File: src/sv/idle_and_low_battery_power_supervisor_assert.svh
// Assertion macros shared by the supervisor RTL
`ifndef IDLE_AND_LOW_BATTERY_POWER_SUPERVISOR_ASSERT_SVH
`define IDLE_AND_LOW_BATTERY_POWER_SUPERVISOR_ASSERT_SVH

// Check a property on every rising edge, masked while reset is held
`define IPBS_ASSERT(name, clk, rst_n, prop, msg) \
	name: assert property (@(posedge clk) disable iff (!rst_n) prop) else $error(msg);

// Check a property on every rising edge, reset included
`define IPBS_ASSERT_ALWAYS(name, clk, prop, msg) \
	name: assert property (@(posedge clk) prop) else $error(msg);

`endif

File: src/sv/ipbs_pkg.sv
`timescale 1ns / 1ps
package ipbs_pkg;

	// Pending request codes
	localparam logic [1:0] REQ_NONE     = 2'd0;
	localparam logic [1:0] REQ_SUSPEND  = 2'd1;
	localparam logic [1:0] REQ_SHUTDOWN = 2'd2;

	// Configuration register indexes
	localparam int CFG_IDX_W = 3;
	localparam logic [CFG_IDX_W-1:0] CFG_SHUTDOWN_PERIOD = 3'd0;
	localparam logic [CFG_IDX_W-1:0] CFG_SUSPEND_PERIOD  = 3'd1;
	localparam logic [CFG_IDX_W-1:0] CFG_GRACE_PERIOD    = 3'd2;
	localparam logic [CFG_IDX_W-1:0] CFG_LOW_PERCENT     = 3'd3;
	localparam logic [CFG_IDX_W-1:0] CFG_MONITOR_ENABLE  = 3'd4;

	// Configuration reset values
	localparam logic [31:0] RST_SHUTDOWN_PERIOD = 32'd900000;
	localparam logic [31:0] RST_SUSPEND_PERIOD  = 32'd300000;
	localparam logic [31:0] RST_GRACE_PERIOD    = 32'd60000;
	localparam logic [6:0]  RST_LOW_PERCENT     = 7'd5;
	localparam logic        RST_MONITOR_ENABLE  = 1'b1;

	localparam int CFG_DATA_W = 32;
	localparam int IN_DATA_W  = 64;
	localparam int OUT_DATA_W = 8;

	typedef struct packed {
		logic [31:0] shutdown_period_ms;
		logic [31:0] suspend_period_ms;
		logic [31:0] grace_period_ms;
		logic [6:0]  low_battery_percent;
		logic        battery_monitor_enable;
	} cfg_t;

	// Input word, last field in the lowest bits
	typedef struct packed {
		logic        shutdown_ask;
		logic        request_ack;
		logic        activity;
		logic [6:0]  battery_percent;
		logic [15:0] battery_reading;
		logic        external_power;
		logic [31:0] now_ms;
	} item_t;

	// Result word, last field in the lowest bits
	typedef struct packed {
		logic       low_battery;
		logic [1:0] pending_request;
		logic       shutdown;
	} result_t;

	localparam int ITEM_W   = $bits(item_t);
	localparam int RESULT_W = $bits(result_t);

endpackage

File: src/sv/idle_and_low_battery_power_supervisor.sv
`timescale 1ns / 1ps
`include "idle_and_low_battery_power_supervisor_assert.svh"
// Idle and low-battery power supervisor. Each input word is one periodic tick; each tick
// yields exactly one result word via the input stage register and the result register,
// and a new tick is taken every cycle while the result side keeps up. The rate is set by
// the combinational subtract-and-compare update of the supervisor state between those two
// registers. Configuration writes are taken at any time on the cfg channel (cfg_ready is
// always high) and must only be issued while the block is idle.
module idle_and_low_battery_power_supervisor (
	input  logic                              clk,
	input  logic                              arst_n,
	// now_ms[31:0], external_power[32], battery_reading[48:33], battery_percent[55:49],
	// activity[56], request_ack[57], shutdown_ask[58], zero pad[63:59]
	input  logic                              s_tvalid,
	output logic                              s_tready,
	input  logic [ipbs_pkg::IN_DATA_W-1:0]    s_tdata,
	// shutdown[0], pending_request[2:1], low_battery[3], zero pad[7:4]
	output logic                              m_tvalid,
	input  logic                              m_tready,
	output logic [ipbs_pkg::OUT_DATA_W-1:0]   m_tdata,
	input  logic                              cfg_valid,
	output logic                              cfg_ready,
	input  logic [ipbs_pkg::CFG_IDX_W-1:0]    cfg_index,
	input  logic [ipbs_pkg::CFG_DATA_W-1:0]   cfg_data
);
	import ipbs_pkg::*;

	cfg_t    cfg;
	item_t   item_s1;
	logic    vld_s1;
	result_t res;
	result_t res_q;
	logic    out_vld_q;
	logic    advance;

	ipbs_cfg u_cfg (
		.clk       (clk),
		.arst_n    (arst_n),
		.cfg_valid (cfg_valid),
		.cfg_ready (cfg_ready),
		.cfg_index (cfg_index),
		.cfg_data  (cfg_data),
		.cfg       (cfg)
	);

	// Stage 1 moves on whenever the result register is free or being drained
	assign advance  = vld_s1 && (!out_vld_q || m_tready);
	assign s_tready = !vld_s1 || advance;

	// Input stage register
	always_ff @(posedge clk or negedge arst_n) begin
		if (!arst_n) begin
			vld_s1 <= 1'b0;
		end else if (s_tready) begin
			vld_s1 <= s_tvalid;
		end
	end

	always_ff @(posedge clk) begin
		if (s_tvalid && s_tready) begin
			item_s1 <= item_t'(s_tdata[ITEM_W-1:0]);
		end
	end

	ipbs_core u_core (
		.clk    (clk),
		.arst_n (arst_n),
		.step   (advance),
		.item   (item_s1),
		.cfg    (cfg),
		.res    (res)
	);

	// Result register
	always_ff @(posedge clk or negedge arst_n) begin
		if (!arst_n) begin
			out_vld_q <= 1'b0;
		end else if (advance) begin
			out_vld_q <= 1'b1;
		end else if (m_tready) begin
			out_vld_q <= 1'b0;
		end
	end

	always_ff @(posedge clk) begin
		if (advance) begin
			res_q <= res;
		end
	end

	assign m_tvalid = out_vld_q;
	assign m_tdata  = {{(OUT_DATA_W-RESULT_W){1'b0}}, res_q};

	`IPBS_ASSERT(a_ready_when_empty, clk, arst_n, !out_vld_q |-> s_tready, "input stalled with empty result register")
	`IPBS_ASSERT(a_result_has_source, clk, arst_n, $rose(out_vld_q) |-> $past(vld_s1), "result word without a ticked item")
	`IPBS_ASSERT(a_shutdown_sticks, clk, arst_n, (advance && res_q.shutdown && out_vld_q) |=> res_q.shutdown, "shutdown result dropped")

endmodule

File: src/sv/ipbs_cfg.sv
`timescale 1ns / 1ps
module ipbs_cfg (
	input  logic                               clk,
	input  logic                               arst_n,
	input  logic                               cfg_valid,
	output logic                               cfg_ready,
	input  logic [ipbs_pkg::CFG_IDX_W-1:0]     cfg_index,
	input  logic [ipbs_pkg::CFG_DATA_W-1:0]    cfg_data,
	output ipbs_pkg::cfg_t                     cfg
);
	import ipbs_pkg::*;

	cfg_t cfg_q;

	assign cfg_ready = 1'b1;
	assign cfg      = cfg_q;

	// Decode the index and latch the addressed register; unknown indexes drop the word
	always_ff @(posedge clk or negedge arst_n) begin
		if (!arst_n) begin
			cfg_q.shutdown_period_ms     <= RST_SHUTDOWN_PERIOD;
			cfg_q.suspend_period_ms      <= RST_SUSPEND_PERIOD;
			cfg_q.grace_period_ms        <= RST_GRACE_PERIOD;
			cfg_q.low_battery_percent    <= RST_LOW_PERCENT;
			cfg_q.battery_monitor_enable <= RST_MONITOR_ENABLE;
		end else if (cfg_valid && cfg_ready) begin
			unique case (cfg_index)
				CFG_SHUTDOWN_PERIOD: cfg_q.shutdown_period_ms     <= cfg_data;
				CFG_SUSPEND_PERIOD:  cfg_q.suspend_period_ms      <= cfg_data;
				CFG_GRACE_PERIOD:    cfg_q.grace_period_ms        <= cfg_data;
				CFG_LOW_PERCENT:     cfg_q.low_battery_percent    <= cfg_data[6:0];
				CFG_MONITOR_ENABLE:  cfg_q.battery_monitor_enable <= cfg_data[0];
				default: ;
			endcase
		end
	end

endmodule

File: src/sv/ipbs_core.sv
`timescale 1ns / 1ps
`include "idle_and_low_battery_power_supervisor_assert.svh"
module ipbs_core (
	input  logic              clk,
	input  logic              arst_n,
	input  logic              step,
	input  ipbs_pkg::item_t   item,
	input  ipbs_pkg::cfg_t    cfg,
	output ipbs_pkg::result_t res
);
	import ipbs_pkg::*;

	logic        keep_awake_q;
	logic [31:0] idle_mark_q;
	logic [1:0]  request_q;
	logic        low_bat_q;
	logic [31:0] grace_mark_q;
	logic        halted_q;

	logic        keep_awake_d;
	logic [31:0] idle_mark_d;
	logic [1:0]  request_d;
	logic        low_bat_d;
	logic [31:0] grace_mark_d;
	logic        halted_d;

	logic [31:0] mark_eff;
	logic [31:0] idle_elapsed;
	logic [31:0] grace_elapsed;
	logic        low_detect;
	logic        scan;

	// Elapsed times wrap modulo 2^32; an unset idle mark is taken up from now
	assign mark_eff      = (idle_mark_q == 32'd0) ? item.now_ms : idle_mark_q;
	assign idle_elapsed  = item.now_ms - mark_eff;
	assign grace_elapsed = item.now_ms - grace_mark_q;
	assign low_detect    = !item.external_power && (item.battery_reading != 16'd0) &&
		(item.battery_percent < cfg.low_battery_percent);

	// Next state for one tick
	always_comb begin
		keep_awake_d = keep_awake_q;
		idle_mark_d  = idle_mark_q;
		request_d    = request_q;
		low_bat_d    = low_bat_q;
		grace_mark_d = grace_mark_q;
		halted_d     = halted_q;
		scan         = 1'b0;
		if (!halted_q) begin
			if (item.request_ack) begin
				request_d = REQ_NONE;
			end
			if (item.shutdown_ask) begin
				request_d = REQ_SHUTDOWN;
			end
			if (item.activity) begin
				keep_awake_d = 1'b1;
			end
			// Battery watch decides whether the idle scan runs
			if (cfg.battery_monitor_enable) begin
				if (!low_bat_q) begin
					if (low_detect) begin
						low_bat_d    = 1'b1;
						grace_mark_d = item.now_ms;
					end else begin
						scan = 1'b1;
					end
				end else if (item.external_power) begin
					low_bat_d = 1'b0;
				end else if (grace_elapsed > cfg.grace_period_ms) begin
					halted_d = 1'b1;
				end
			end else if (!low_bat_q) begin
				scan = 1'b1;
			end else begin
				low_bat_d = 1'b0;
			end
			// Idle scan: consume the keep-awake mark, else check the periods
			if (scan) begin
				if (keep_awake_d) begin
					request_d    = REQ_NONE;
					keep_awake_d = 1'b0;
					idle_mark_d  = item.now_ms;
				end else begin
					idle_mark_d = mark_eff;
					if (!item.external_power && idle_elapsed > cfg.shutdown_period_ms) begin
						halted_d = 1'b1;
					end else if (idle_elapsed > cfg.suspend_period_ms) begin
						request_d = REQ_SUSPEND;
					end
				end
			end
		end
	end

	// Commit the tick
	always_ff @(posedge clk or negedge arst_n) begin
		if (!arst_n) begin
			keep_awake_q <= 1'b0;
			idle_mark_q  <= 32'd0;
			request_q    <= REQ_NONE;
			low_bat_q    <= 1'b0;
			grace_mark_q <= 32'd0;
			halted_q     <= 1'b0;
		end else if (step) begin
			keep_awake_q <= keep_awake_d;
			idle_mark_q  <= idle_mark_d;
			request_q    <= request_d;
			low_bat_q    <= low_bat_d;
			grace_mark_q <= grace_mark_d;
			halted_q     <= halted_d;
		end
	end

	assign res.shutdown        = halted_d;
	assign res.pending_request = request_d;
	assign res.low_battery     = low_bat_d;

	`IPBS_ASSERT(a_halt_latched, clk, arst_n, halted_q |=> halted_q, "shutdown released without reset")
	`IPBS_ASSERT(a_halt_freezes, clk, arst_n, (halted_q && step) |=> ($stable(request_q) && $stable(low_bat_q)), "state moved after shutdown")
	`IPBS_ASSERT_ALWAYS(a_req_code, clk, !arst_n || (request_q != 2'd3), "undefined request code")

endmodule
File: config.mk
export PLATFORM = sky130hd
export DESIGN_NAME = idle_and_low_battery_power_supervisor
export DESIGN_NICKNAME = d
export VERILOG_FILES = /design/src/sv/ipbs_pkg.sv /design/src/sv/idle_and_low_battery_power_supervisor.sv /design/src/sv/ipbs_cfg.sv /design/src/sv/ipbs_core.sv
export VERILOG_INCLUDE_DIRS = /design/src /design/src/sv
export SDC_FILE = /design/constraint.sdc
export NUM_CORES = 1
export LEC_CHECK = 0
export BUFFER_PORTS_ARGS = -buffer_cell sky130_fd_sc_hd__buf_2
export CAP_MARGIN = 20
export CELL_PAD_IN_SITES_DETAIL_PLACEMENT = 1
export CELL_PAD_IN_SITES_GLOBAL_PLACEMENT = 1
export CORE_MARGIN = 2
export CORE_UTILIZATION = 40
export DETAILED_ROUTE_END_ITERATION = 16
export GPL_TIMING_DRIVEN = 0
export PLACE_DENSITY_LB_ADDON = 0.3
export SLEW_MARGIN = 0
export SYNTH_ARGS = -nofsm -noshare
export SYNTH_HDL_FRONTEND = slang
export SYNTH_HIERARCHICAL = 1
export SYNTH_SLANG_ARGS = --single-unit
File: constraint.sdc
create_clock -name clk -period 7.7 [get_ports clk]
set_clock_uncertainty 0.05 [all_clocks]
set_input_delay 1.155 -clock clk [delete_from_list [all_inputs] [get_ports clk]]
set_output_delay 1.155 -clock clk [all_outputs]
set_load 0.05 [all_outputs]
Yosys cells after proc, flatten, opt, wreduce, memory -nomap -nowiden
Cells that the tools add are included.

word-level totals
  register bits = 238
  input bits = 104
  output and inout port bits = 11
  word-level logic and storage cells = 89

operators by class
  add/sub/neg operators = 2
  $lt $le $gt $ge = 4
  equal/unequal tests = 4
  multiplexer cells = 32
  bitwise operators = 2
  reduce and logical (&&, ||, !) cells = 22

operator list
  kind                                            number
  > comparator 32 bit                             3
  two-way mux 32 bit                              2
  subtractor 32 bit                               2
  logical NOT 32 bit                              1
  two-way mux 1 bit                               23
  nonzero test 16 bit                             1
  two-way mux 2 bit                               7
  AND reduction 2 bit                             6
  less-than comparator 7 bit                      1
  == test 3 x 2 -> 1 bit (second input constant)  2
  logical AND 1 bit                               5
  AND reduction 5 bit                             1
  == test 3 x 1 -> 1 bit (second input constant)  1
  == test 3 bit (second input constant)           1
  logical NOT 1 bit                               3
  logical NOT 3 bit                               1
  AND reduction 3 bit                             1
  logical OR 1 bit                                2
  inverter 1 bit                                  2
  nonzero test 2 bit                              1

Logic depth before layout (Yosys ltp)
  depth in word-level cells = 10
  gate-level depth with buffers = 27

Hierarchy
The synthesis kept the hierarchy.

modules (own cells, without submodules)
  module                                 instances  cells each  area an instance (sq um)  sequential area each (sq um)
  ipbs_core                              1          1068        8877.3                    1726.7
  ipbs_cfg                               1          226         3995.1                    2638.8
  idle_and_low_battery_power_supervisor  1          76          2029.4                    1941.9

Least setup slack after synthesis
OpenSTA, ideal clock, no wires.

  kind = register -> register
  start point = reg u_core.idle_mark_q[19]
  end point = reg res_q (netlist bit m_tdata[0]), data pin
  setup time = 0.251 ns
  arrival = 5.689 ns
  required time = 7.399 ns
  setup slack = 1.710 ns
  cell stages (with the launch flop) = 26
  period minus slack after synthesis = 5.990 ns
  cells stage by stage = dfrtp_1 > nor4_1 > nand2_1 > nor4_2 > clkbuf_1 > a21o_1 > ha_1 > inv_1 > a2111oi_0 > and4bb_1 > o22ai_2 > o21ai_2 > o41a_1 > a31oi_1 > a31oi_1 > a221oi_2 > xnor2_1 > ha_1 > and4_1 > nand4_1 > nor4_1 > a21oi_1 > nand2_1 > o21ai_0 > a311o_1 > buf_4

on the way
  longest elaborated chain between the ends = 9

RTL lines
  element                  RTL line                                     RTL
  from (decl)              ipbs_core.sv:14                              logic [31:0] idle_mark_q;
  from (signal assigned)   ipbs_core.sv:107                             idle_mark_q <= idle_mark_d;
  logical NOT 32 bit       ipbs_core.sv:34                              assign mark_eff = (idle_mark_q == 32'd0) ? item.now_ms : idle_mark_q;
  two-way mux 32 bit (*)   ipbs_core.sv:34
  subtractor 32 bit (*)    ipbs_core.sv:35                              assign idle_elapsed = item.now_ms - mark_eff;
  > comparator 32 bit (*)  ipbs_core.sv:86                              if (!item.external_power && idle_elapsed > cfg.shutdown_period_ms) begin
  logical AND 1 bit (*)    ipbs_core.sv:86
  two-way mux 1 bit (*)    ipbs_core.sv:86
  two-way mux 1 bit (*)    ipbs_core.sv:80                              if (keep_awake_d) begin
  two-way mux 1 bit (*)    ipbs_core.sv:79                              if (scan) begin
  two-way mux 1 bit (*)    ipbs_core.sv:49                              if (!halted_q) begin
  net u_core.halted_d      ipbs_core.sv:25                              logic halted_d;
  to (signal assigned)     idle_and_low_battery_power_supervisor.sv:87  res_q <= res;
  to (decl)                idle_and_low_battery_power_supervisor.sv:32  result_t res_q;

The timed path passes the listed nets; every way through them passes the cells marked *.
A chain may end at the register's enable or synchronous reset.

==> impl_metrics.tcl <==
set metrics [dict create \
    cts.sinks 238 \
    synth_top_area_share_pct 24.5 \
    synthCells 1370 \
    yosysWarnings 6 \
    run_status "finished clean" \
    mostFrequentLayoutCells "ha_1 (159), inv_1 (157), dfrtp_1 (146), mux2_2 (127), buf_2 (106)" \
    final_util_pct 46.5 \
    pwr-share-clk_pct 18.3 \
    clock_latency_ns 0.57 \
    arrival_ns 7.52 \
    wl_per_cell_um 19.7 \
    cts_buffer_depth 3 \
    cts_buffers 29 \
    rows 70 \
    ant_nets 0 \
    first_iter_violations 363 \
    io_pins 115 \
    crit_type "reg2reg" \
    drt-pass1-iter-count 4 \
    setup_viol 0 \
    worstRegToRegCells 25 \
    power_mw 7.26 \
    crit_path_max_incr_delay_ns 0.47 \
    fp.coreArea_um2 36600 \
    synthTopCellsByArea "dfrtp_1 (25%), ha_1 (13%), edfxtp_1 (13%)" \
    r2r_start "u_core/idle_mark_q[27]$_DFFE_PN0P_" \
    grt_pass1_vias 11684 \
    postPlaceCellArea_um2 16100 \
    grt_remaining_overflow 0 \
    grt_start_max_net_pins 117 \
    synthToLayoutAreaGrowth_pct 14.3 \
    synth_area_um2 14900 \
    whs_ns 0.434 \
    fin_ws_ns 0.414 \
    vias 10916 \
    p_switching_mw 3.06 \
    synth-main-ff-cell "dfrtp_1" \
    mostFrequentLayoutCell "ha_1" \
    fin_cells 2002 \
    cpMaxStageDelayCell "o41a_1" \
    maxCapViolations 0 \
    period_share_pct 94.6 \
    totalWireLength_mm 39.4 \
    drc_errors 0 \
    io_buffers 104 \
    drive_gt1_share_pct 22.7 \
    fillers 4038 \
    cp.required_ns 7.93 \
    worstMarginPinSlew_ns 0.879 \
    ys_async_sr_fraction_pct 73.5 \
    timing.fmax_mhz 137 \
    dp_hpwl_mm 30.7 \
    startpoint_type "register" \
    p_int_mw 4.20 \
    yosysTopAreaCell "dfrtp_1" \
    post-place-ws_ns -0.715 \
    ir_drop_mv 0.217 \
    grt_pass1_wl_mm 62.8 \
    cp_num_buf_inv 2 \
    drv_slew 0 \
    yosysUniqueCellTypes 81 \
    p_per_area_nw_per_um2 426 \
    synth_sequential_area_ratio_pct 42.3 \
    root_buffer "clkbuf_16" \
    initial_core_util_pct 40.7 \
    ctsHtreeMaxLevel 1 \
    antenna_found_initial 0 \
    gp_congestion 0.859 \
    viasPerCell 5.45 \
    swShare_pct 42.1 \
    die_height_um 197 \
    fin_nets 1775 \
    cts_tree "done" \
    synth.ff_latch_count 238 \
    r2r_slack_ns 0.41 \
    combPwrFrac_pct 55.8 \
    num_antenna_cells 0 \
    worstHoldStart "u_core/grace_mark_q[4]$_DFFE_PN0P_" \
    p_leak_nw 7.91 \
    cp-end-kind "register" \
    fin_crit_ns 7.29 \
    finalHoldViolCount 0 \
    tns_ns 0 \
    crit_path_max_fanout 10 \
    syn_avg_cell_area_um2 10.9 \
    relSlewSlack_pct 41.4 \
    hold_depth 2 \
    dieArea_um2 38800 \
    pwr-share-seq_pct 26.0 \
    synth_edf_count 63 \
    whs_endpoint "u_core/grace_mark_q[4]$_DFFE_PN0P_" \
    crit_family "compound AO/OA/AOI/OAI gates" \
    dp.cells 1946 \
    stdcell_area_um2 17000 \
    die_width_um 197 \
    hold_buffers 0 \
    hold_path.class "reg2reg" \
    grt_usage_pct 20.6 \
    cts.clk_slew.worst_paths_ns 0.06 \
    r2r-end "m_tdata[2]$_DFFE_PP_" \
]
## layout make-up
type	instances	area, µm²	share of cell area (%)
well taps	468	586	3.44
clock buffers	40	817	4.80
clock inverters	14	105	0.617
multi-input cells	935	7790	45.7
inverters	157	589	3.46
flip-flops and latches	238	6310	37.0
repair buffers	107	573	3.36
plain buffers	43	268	1.57
## timing repair
| action | in CTS | in global routing |
|---|---|---|
| setup endpoints to repair | 6 | 6 |
| gates resized for setup | 6 | 6 |
| pin swaps | 0 | 1 |
| buffers inserted | 0 | 2 |
## kinds of logic (layout without fill, tap and decap cells)
family                     Yosys count  count (layout)  share of synthesized area [%]
AOI/OAI and AO/OA                  332             332                           15.5
xor gates and xnor gates            59              59                           3.47
adders and majority gates          161             161                           13.6
buffers and inverters              200             361                           5.72
DFF                                238             238                           42.3
muxes                              145             145                           10.9
other                                2               5                         0.0504
and+or+nand+nor                    233             233                           8.46
## Yosys cell counts, types with 9 or more instances
master	instances
dfrtp_1	146
nand2_1	51
o21a_1	15
buf_6	9
a21o_1	68
nand3_1	17
nor2_1	45
o21bai_1	9
clkbuf_1	21
nand4_1	24
nand2b_1	14
nor3_1	10
inv_1	157
edfxtp_1	63
mux2_2	127
nor4_1	17
ha_1	159
o21ai_0	33
a21oi_1	100
a22o_1	21
dfstp_2	29
nor2b_1	18
xor2_1	17
mux2_1	16
xnor2_1	42
## power by group through the flow
stage                     logic, mW  clock network, mW  registers [mW]
after floorplan                2.92                  0            1.85
after global placement         3.82                  0            1.89
after detailed placement       4.00                  0            1.91
after CTS                      4.06               1.37            1.89
after global routing           4.56               1.41            1.93
final                          4.05               1.33            1.89
## state kept, by name, summed over array words and instances, names as in the netlist
register / flops
item_s1: 59
m_tdata: 4
m_tvalid: 1
u_cfg/cfg: 104
u_core/grace_mark_q: 32
u_core/halted_q: 1
u_core/idle_mark_q: 32
u_core/keep_awake_q: 1
u_core/low_bat_q: 1
u_core/request_q: 2
vld_s1: 1
## metal layers
metal	track usage, %	vias to the layer above	wire (µm)
met1	25.7	5444	17200
met3	2.54	72	1060
li1	-	5250	-
met5	0	-	0
met2	36.9	150	19700
met4	6.91	0	1370
## worst max path at each step
stage,start,to,slack [ns],depth (start not counted)
after floorplan,u_core/idle_mark_q[19]$_DFFE_PN0P_,m_tdata[0]$_DFFE_PP_,1.71,25
after detailed placement,u_core/idle_mark_q[28]$_DFFE_PN0P_,m_tdata[2]$_DFFE_PP_,-0.72,25
after global routing,u_core/idle_mark_q[4]$_DFFE_PN0P_,m_tdata[2]$_DFFE_PP_,-0.03,25
final,u_core/idle_mark_q[27]$_DFFE_PN0P_,m_tdata[2]$_DFFE_PP_,0.41,25
after global placement,u_core/idle_mark_q[27]$_DFFE_PN0P_,m_tdata[2]$_DFFE_PP_,-0.71,25
after CTS,u_core/idle_mark_q[27]$_DFFE_PN0P_,m_tdata[2]$_DFFE_PP_,0.09,25
## worst reg2reg max path, cell delays in order (launching register included)
cell,delay [ns]
dfrtp_1,0.40
nor4_2,0.45
nand2_1,0.19
nor4_4,0.45
clkbuf_4,0.35
a21o_1,0.15
ha_1,0.21
inv_1,0.10
a2111oi_2,0.44
and4bb_1,0.25
o22ai_2,0.22
o21ai_2,0.12
o41a_1,0.47
a31oi_1,0.29
a31oi_1,0.23
a221oi_2,0.32
xnor2_1,0.18
ha_1,0.34
and4_1,0.21
nand4_1,0.18
nor4_2,0.46
a21oi_1,0.15
nand2_1,0.08
o21ai_0,0.17
o311ai_0,0.38
o211ai_1,0.17
Note: power is estimated with default switching activity, not from simulation.
